<file path="src/sv/gelu_pl_pkg.sv">
// ----------------------------------------------------------------------------
// GELU piecewise-linear package
// Fixed-point format, thresholds and the knot table of the 16-segment GELU
// approximation.
// ----------------------------------------------------------------------------
package gelu_pl_pkg;

	localparam int DATA_WIDTH  = 16;
	localparam int FRAC_BITS   = 12;
	localparam int TDATA_WIDTH = ((DATA_WIDTH + 7) / 8) * 8;
	localparam int KNOT_COUNT  = 17;
	localparam int SEG_COUNT   = KNOT_COUNT - 1;
	localparam int SEG_BITS    = $clog2(SEG_COUNT);
	localparam int FOUR_INT    = 4 << FRAC_BITS;
	localparam longint NANO    = 64'sd1000000000;

	typedef logic signed [DATA_WIDTH-1:0] sample_t;
	typedef logic signed [DATA_WIDTH:0]   delta_t;
	typedef logic [FRAC_BITS-1:0]         frac_t;
	typedef logic [SEG_BITS-1:0]          seg_t;

	typedef sample_t knot_tab_t  [KNOT_COUNT];
	typedef delta_t  delta_tab_t [SEG_COUNT];

	localparam sample_t POS_FOUR = DATA_WIDTH'(FOUR_INT);
	localparam sample_t NEG_FOUR = DATA_WIDTH'(-FOUR_INT);

	// GELU at x = -4 + k/2, in units of 1e-9.
	localparam longint KNOT_NANO [KNOT_COUNT] = '{
		-64'sd70246,      -64'sd616198,     -64'sd3637392,    -64'sd15084266,
		-64'sd45402306,   -64'sd100428423,  -64'sd158808009,  -64'sd154285990,
		64'sd0,           64'sd345714010,   64'sd841191991,   64'sd1399571577,
		64'sd1954597694,  64'sd2484915734,  64'sd2996362608,  64'sd3499383802,
		64'sd3999929754
	};

	// Rounds each knot to the nearest fixed-point step, ties away from zero.
	function automatic knot_tab_t build_knots();
		knot_tab_t tab;
		longint    v;
		longint    mag;
		longint    q;
		for (int k = 0; k < KNOT_COUNT; k++) begin
			v = KNOT_NANO[k];
			mag = (v < 0) ? -v : v;
			q = (mag * (64'sd1 <<< FRAC_BITS) + NANO / 2) / NANO;
			tab[k] = DATA_WIDTH'((v < 0) ? -q : q);
		end
		return tab;
	endfunction

	localparam knot_tab_t KNOTS = build_knots();

	function automatic delta_tab_t build_deltas();
		delta_tab_t tab;
		for (int k = 0; k < SEG_COUNT; k++) begin
			tab[k] = (DATA_WIDTH+1)'(KNOTS[k+1]) - (DATA_WIDTH+1)'(KNOTS[k]);
		end
		return tab;
	endfunction

	localparam delta_tab_t DELTAS = build_deltas();

endpackage

</file>
<file path="src/sv/gelu_piecewise_linear.sv">
// ----------------------------------------------------------------------------
// GELU piecewise-linear approximation
// Streams signed Q4.12 samples and returns their GELU approximation over
// 16 linear segments between -4 and +4.
// ----------------------------------------------------------------------------
//  channel  | dir | fields (tdata, lowest bit up)
//  s_axis   | in  | sample_in [15:0]
//  m_axis   | out | gelu_out  [15:0]
//
// Each sample passes from the input transfer through an input register and
// a result register, with the table lookup and one multiply between them.
// One sample is accepted every cycle while the output drains.
// A stall on m_axis holds both registers; s_axis_tready falls only when
// both are full. Reset clears the valid flags.
// ----------------------------------------------------------------------------
module gelu_piecewise_linear (
	input  logic                                clk,
	input  logic                                arst_n,
	input  logic                                s_axis_tvalid,
	output logic                                s_axis_tready,
	input  logic [gelu_pl_pkg::TDATA_WIDTH-1:0] s_axis_tdata,  // sample_in
	output logic                                m_axis_tvalid,
	input  logic                                m_axis_tready,
	output logic [gelu_pl_pkg::TDATA_WIDTH-1:0] m_axis_tdata   // gelu_out
);
	import gelu_pl_pkg::*;

	logic    valid_s1;
	logic    valid_s2;
	sample_t sample_s1;
	sample_t result_s2;
	sample_t result;
	logic    adv_s1;
	logic    adv_s2;

	assign adv_s2        = !valid_s2 || m_axis_tready;
	assign adv_s1        = !valid_s1 || adv_s2;
	assign s_axis_tready = adv_s1;

	always_ff @(posedge clk or negedge arst_n) begin
		if (!arst_n) begin
			valid_s1 <= 1'b0;
			valid_s2 <= 1'b0;
		end else begin
			if (adv_s1) begin
				valid_s1 <= s_axis_tvalid;
			end
			if (adv_s2) begin
				valid_s2 <= valid_s1;
			end
		end
	end

	always_ff @(posedge clk) begin
		if (adv_s1 && s_axis_tvalid) begin
			sample_s1 <= s_axis_tdata[DATA_WIDTH-1:0];
		end
		if (adv_s2 && valid_s1) begin
			result_s2 <= result;
		end
	end

	gelu_pl_interp u_interp (
		.sample (sample_s1),
		.result (result)
	);

	assign m_axis_tvalid = valid_s2;
	assign m_axis_tdata  = TDATA_WIDTH'($unsigned(result_s2));

	a_low_clamp: assert property (@(posedge clk) disable iff (!arst_n)
		(adv_s2 && valid_s1 && sample_s1 <= NEG_FOUR) |=> (result_s2 == '0))
		else $error("sample at or below minus four did not give zero");

	a_high_pass: assert property (@(posedge clk) disable iff (!arst_n)
		(adv_s2 && valid_s1 && sample_s1 >= POS_FOUR) |=> (result_s2 == $past(sample_s1)))
		else $error("sample at or above four did not pass through");

	a_s1_hold: assert property (@(posedge clk) disable iff (!arst_n)
		(valid_s1 && !adv_s2) |=> (valid_s1 && $stable(sample_s1)))
		else $error("input register changed while the result register was stalled");

	a_bubble: assert property (@(posedge clk) disable iff (!arst_n)
		(adv_s2 && !valid_s1) |=> !m_axis_tvalid)
		else $error("result shown without a sample behind it");

endmodule

</file>
<file path="src/sv/gelu_pl_interp.sv">
// ----------------------------------------------------------------------------
// GELU segment interpolator
// Gives zero at or below minus four, passes the sample through at or above
// four, and otherwise interpolates linearly between two knots of the table.
// ----------------------------------------------------------------------------
module gelu_pl_interp (
	input  gelu_pl_pkg::sample_t sample,
	output gelu_pl_pkg::sample_t result
);
	import gelu_pl_pkg::*;

	localparam int PROD_WIDTH = DATA_WIDTH + FRAC_BITS + 2;

	logic signed [DATA_WIDTH:0]   offset;
	seg_t                         seg;
	frac_t                        frac;
	sample_t                      y0;
	delta_t                       delta;
	logic signed [FRAC_BITS:0]    frac_s;
	logic signed [PROD_WIDTH-1:0] prod;
	logic signed [PROD_WIDTH-1:0] prod_sh;
	logic signed [DATA_WIDTH:0]   interp;

	// The offset from minus four, doubled, gives the segment in its integer
	// bits and the fraction in its low bits.
	assign offset  = (DATA_WIDTH+1)'(sample) + (DATA_WIDTH+1)'(FOUR_INT);
	assign seg     = offset[FRAC_BITS+2:FRAC_BITS-1];
	assign frac    = {offset[FRAC_BITS-2:0], 1'b0};
	assign y0      = KNOTS[{1'b0, seg}];
	assign delta   = DELTAS[seg];
	assign frac_s  = $signed({1'b0, frac});
	assign prod    = PROD_WIDTH'(delta) * PROD_WIDTH'(frac_s);
	assign prod_sh = prod >>> FRAC_BITS;
	assign interp  = (DATA_WIDTH+1)'(y0) + prod_sh[DATA_WIDTH:0];

	always_comb begin
		if (sample <= NEG_FOUR) begin
			result = '0;
		end else if (sample >= POS_FOUR) begin
			result = sample;
		end else begin
			result = interp[DATA_WIDTH-1:0];
		end
	end

endmodule
</file>
<file path="config.mk">
export PLATFORM = sky130hd
export DESIGN_NAME = gelu_piecewise_linear
export DESIGN_NICKNAME = d
export VERILOG_FILES = /design/src/sv/gelu_pl_pkg.sv /design/src/sv/gelu_piecewise_linear.sv /design/src/sv/gelu_pl_interp.sv
export SDC_FILE = /design/constraint.sdc
export NUM_CORES = 1
export LEC_CHECK = 0
export BUFFER_PORTS_ARGS = -buffer_cell sky130_fd_sc_hd__clkbuf_2
export CAP_MARGIN = 10
export CORE_AREA = 2 2 124 126
export DETAILED_ROUTE_END_ITERATION = 12
export DIE_AREA = 0 0 126 128
export MAX_ROUTING_LAYER = met4
export PLACE_DENSITY_LB_ADDON = 0.2
export SLEW_MARGIN = 15
export SYNTH_ARGS = -nofsm -noshare
export SYNTH_HDL_FRONTEND = slang
export SYNTH_HIERARCHICAL = 1
export SYNTH_SLANG_ARGS = --single-unit
export TNS_END_PERCENT = 1
</file>
<file path="constraint.sdc">
create_clock -name clk -period 7.1 [get_ports clk]
set_input_delay 1.065 -clock clk [delete_from_list [all_inputs] [get_ports clk]]
set_output_delay 1.065 -clock clk [all_outputs]
set_load 0.01 [all_outputs]
</file>
### Word-level counts from Yosys, hierarchy flattened

Memories as Yosys holds them, arrays and structs flattened.
Cells that the tools add are included.

* register bits: 34
* memories kept: 2
* ROM bits: 784

Memory list
* (name not given): words 32, bits a word 16, rd ports 1, clocked after memory_dff 0, wr ports 0, RTL line gelu_pl_interp.sv:29 `assign y0 = KNOTS[{1'b0, seg}];`
* (name not given): words 16, bits a word 17, rd ports 1, clocked after memory_dff 0, wr ports 0, RTL line gelu_pl_interp.sv:30 `assign delta = DELTAS[seg];`

* add/subtract/negate cells: 2
* $mul: 1
* reductions and logical operators: 6
* mux-type cells: 5
* magnitude comparators: 4
* bitwise gates (word level): 2

Operator list (count)
* 16-bit 2-to-1 mux: 3
* 17-bit 2-to-1 mux: 2
* 17-bit by 12-bit multiplier with 27-bit output: 1
* 16-bit adder: 1
* 16-bit greater-or-equal comparator (second input constant): 1
* 16-bit by 15-bit less-or-equal comparator with 1-bit output (second input constant): 1
* 15-bit adder (second input constant): 1
* 6-bit greater-or-equal comparator (second input constant): 1
* 4-bit NOT with 6-bit output: 1
* 5-bit greater-or-equal comparator (second input constant): 1
* 4-bit NOT with 5-bit output: 1
* 1-bit logical AND: 2
* 1-bit logical NOT: 2
* 1-bit logical OR: 2

### Longest topological paths before layout

* depth in word-level cells: 8
* depth in mapped cells: 36
* gate-level depth less buffers: 34

### Modules after synthesis

The synthesis kept the hierarchy.

By module, submodules not included
* gelu_pl_interp: area an instance 6930.4 um2, seq. area each 0.0 um2, cells each 842, instances 1
* gelu_piecewise_linear: area an instance 1064.8 um2, seq. area each 1011.0 um2, cells each 40, instances 1

### Worst setup path after synthesis

No wires, ideal clock.

* path type: reg-to-reg
* from: register sample_s1[12]
* to: register result_s2[14] (netlist: m_axis_tdata[14]) (data pin)
* cell stages (with the launch flop): 34
* required time: 6828 ps
* setup time: 272 ps
* buffers on the path: 3
* data arrival time: 7270 ps
* slack: -441 ps
* cell sequence: edfxtp_1 > buf_4 > inv_1 > ha_1 > nor2_1 > a211oi_1 > a31oi_1 > clkbuf_1 > and2_1 > fa_1 > inv_1 > fa_1 > inv_1 > fa_1 > fa_1 > inv_1 > fa_1 > inv_1 > ha_1 > buf_2 > a211oi_1 > nand2_1 > o31a_1 > o2bb2ai_2 > inv_1 > a21oi_1 > xnor2_1 > ha_1 > a21o_1 > a21oi_1 > o211ai_1 > a21oi_1 > nor4b_1 > or4_1

* cells in the longest elaborated chain, start to end: 8

RTL lines
* start: declaration: RTL line gelu_piecewise_linear.sv:30 `sample_t sample_s1;`
* start signal: assignment: RTL line gelu_piecewise_linear.sv:56 `sample_s1 <= s_axis_tdata[DATA_WIDTH-1:0];`
* 15-bit adder: RTL line gelu_pl_interp.sv:26 `assign offset = (DATA_WIDTH+1)'(sample) + (DATA_WIDTH+1)'(FOUR_INT);`
* 4-bit NOT with 5-bit output (implied by the code): RTL line gelu_pl_interp.sv:30
* memory 16 x 17 bit
* 17-bit 2-to-1 mux (implied by the code) (2 in a row): RTL line gelu_pl_interp.sv:30
* 17-bit by 12-bit multiplier with 27-bit output: RTL line gelu_pl_interp.sv:32 `assign prod = PROD_WIDTH'(delta) * PROD_WIDTH'(frac_s);`
* 16-bit adder: RTL line gelu_pl_interp.sv:34 `assign interp = (DATA_WIDTH+1)'(y0) + prod_sh[DATA_WIDTH:0];`
* 16-bit 2-to-1 mux: RTL line gelu_pl_interp.sv:39 `end else if (sample >= POS_FOUR) begin`
* end signal: assignment: RTL line gelu_piecewise_linear.sv:59 `result_s2 <= result;`
* end: declaration: RTL line gelu_piecewise_linear.sv:31 `sample_t result_s2;`

Parallel ways exist; a longest one is shown, timed or not. The select of a mux whose other input is x is not followed.
A chain may end at the register's enable or synchronous reset.

### Final worst setup path

Ends and elaborated chain as after synthesis.

==> flow_summary.toml <==
[outcome]
status = "finished with violations"
violations = "setup timing"

[synthesis]
synth_cells = 882
synth_top_cell_area_share_pct = 34.80
ys_warn_count = 6
synth_area_per_cell_um2 = 9.065
yosysTopAreaCell = "fa_1"
ys_types = 63
synth-async-reset-ratio_pct = 5.882
synth_top_cells_by_area = "fa_1 35%, ha_1 12%, edfxtp_1 12%"
ys.flop_type = "edfxtp_1"
syn-num-nets = 1118
syn_area_mm2 = 0.007995
yosysSeqAreaShare_pct = 12.64
synth_seq_cells = 34
synth_edf_count = 32

[finish]
nNetsFinal = 1292
drive_above_1_share_pct = 31.60
insertedDiodeCount = 0
area_growth_pct = 28.95
fillers = 1162

[setup_path]
path_class = "flip-flop to flip-flop"
cp.required_ns = 7.11
path_buf_inv = 8
critPathSlowestCell = "fa_2"
cpLargestDelayFamily = "adder cells"
r2r_slack_ns = -0.35
startpoint_type = "flip-flop"
max_stage_delay_ns = 0.59
arrival_ns = 7.47
crit_fanout = 7
cp-end-kind = "flip-flop"

[drt]
first_pass_iters = 5
viasPerCell = 5.305
wl_per_cell_um = 16.40
drc_errors = 0
drt_iter0_drc = 376
ant_nets = 0
routed_wl_um = 20410
num_vias = 6605

[floorplan]
core_mm2 = 0.01486
fp.dieH_um = 128
initial_core_util_pct = 53.79
io_pins = 38
num_rows = 45
die_x_um = 126
dieArea_mm2 = 0.01613

[sta]
period_needed_ns = 7.454
setup_violations = 8
setup_slack_ns = -0.3543
slew_violations = 0
grt_setup_unrepaired = "true"
fin_skew_ns = 0.004579
fmax_mhz = 134.2
tightestPinTransition_ns = 0.7301
min_period_over_period_pct = 105.0
maxSlewHeadroom_pct = 51.33
hold_violations = 0

[global_routing]
antenna_found_initial = 0
grt_usage_pct = 27.41
grt_start_max_net_pins = 22
grt_pass1_vias = 7142
grt_pass1_wl_um = 34280
overflow = 0

[clocking]
clockRootBuffer = "clkbuf_16"
clkTransAtPathRegs_ns = 0.05
cts_inserted_buffers = 5
htree_num_levels = 2
clkSinkCount = 34
clk_latency_ns = 0.28
cts_buffer_depth = 2
cts_tree = "done"

[placed_design]
gp_congestion = 0.9287
port_buffers = 37
pre_cts_slack_ns = -0.3685
dpl.hpwl_um = 17100

[hold_path]
hp-class = "flip-flop to flip-flop"

[flow_run]
drv_cap = 0
-- state kept, by name, indices dropped and copies added (netlist names) --
name	flops
m_axis_tdata	16
m_axis_tvalid	1
sample_s1	16
valid_s1	1
-- Yosys cell counts, drive strengths merged, types with 6 or more instances --
cell type / n
inv: 178
fa: 139
nand2: 124
ha: 77
and2: 48
a21oi: 47
clkbuf: 35
edfxtp: 32
xnor2: 22
nor2: 19
nand2b: 17
o21ai: 16
a21o: 13
nand3: 9
a31oi: 8
o211ai: 7
xor2: 7
a211oi: 6
nor2b: 6
o21bai: 6
-- metrics by stage --
stage               hold slack (ns)  instance area [um2]  TNS [ns]  util [%]  cells
floorplan                    0.5113                 8170         0         -    882
global placement             0.5333                 9440   -0.7628     63.51   1207
detailed placement           0.5465                 9440    -1.519     63.51   1207
CTS                          0.5594                 9871   -0.8469     66.41   1226
global route                 0.5613                10310    -4.629     69.36   1245
finish                       0.5546                10310    -1.549     69.36   1245
-- kinds of logic after synthesis --
| group | Yosys count | synth area share, % |
|---|---|---|
| simple gates | 251 | 15.46 |
| compound gates | 130 | 10.61 |
| buf+inv | 218 | 10.41 |
| fa+ha+maj | 216 | 46.85 |
| flops | 34 | 12.64 |
| xor+xnor | 30 | 3.458 |
| mux | 3 | 0.5633 |
-- path summary, 6_finish.rpt --
check	from	end	depth (start not counted)
worst max-delay path	sample_s1[12]	m_axis_tdata[14]	30
worst min-delay path	valid_s1	m_axis_tvalid	1
worst max register to register	sample_s1[12]	m_axis_tdata[14]	30
worst min register to register	valid_s1	m_axis_tvalid	1
max in group asynchronous	arst_n	m_axis_tvalid	1
min in group asynchronous	arst_n	valid_s1	1
-- layout make-up --
| class | count | area [um2] | share of cell area (%) |
|---|---|---|---|
| tap | 188 | 235.2 | 2.282 |
| clock buffer | 5 | 125.1 | 1.214 |
| inverter | 178 | 683.2 | 6.626 |
| timing repair buffer | 207 | 1558 | 15.11 |
| clock inverter | 3 | 16.27 | 0.1578 |
| sequential | 34 | 1011 | 9.806 |
| multi-input combinational | 630 | 6681 | 64.81 |
-- cells in the final DEF (no fill, tap or decap), types with 12 or more instances in the layout --
master / netlist / layout
inv_1: 178 / 164
buf_4: 1 / 156
fa_1: 139 / 128
nand2_1: 124 / 114
ha_1: 77 / 58
and2_1: 47 / 45
clkbuf_2: 0 / 37
edfxtp_1: 32 / 32
a21oi_1: 46 / 29
xnor2_1: 22 / 20
nor2_1: 19 / 17
nand2b_1: 17 / 16
a21oi_2: 1 / 16
a21o_1: 13 / 13
ha_4: 0 / 13
inv_2: 0 / 12
-- timing repair --
action | CTS | global route
setup buffers | 12 | 21
endpoints found under the setup margin | 9 | 11
hold buffers | 0 | 0
pin swaps | 44 | 74
resized for setup | 37 | 68
-- layer usage --
metal  vias to the layer above  part of all wire [%]  global-route usage [%]
li1                       3126                     -                       -
met1                      3289                    41                   34.56
met2                       144                    52                   47.15
met3                        46                   3.2                   2.087
met4                         0                   3.4                   9.438
met5                         -                     0                       -
Power is not shown: default switching activity piles up to over one toggle a cycle in this logic, so the estimate is an artifact.
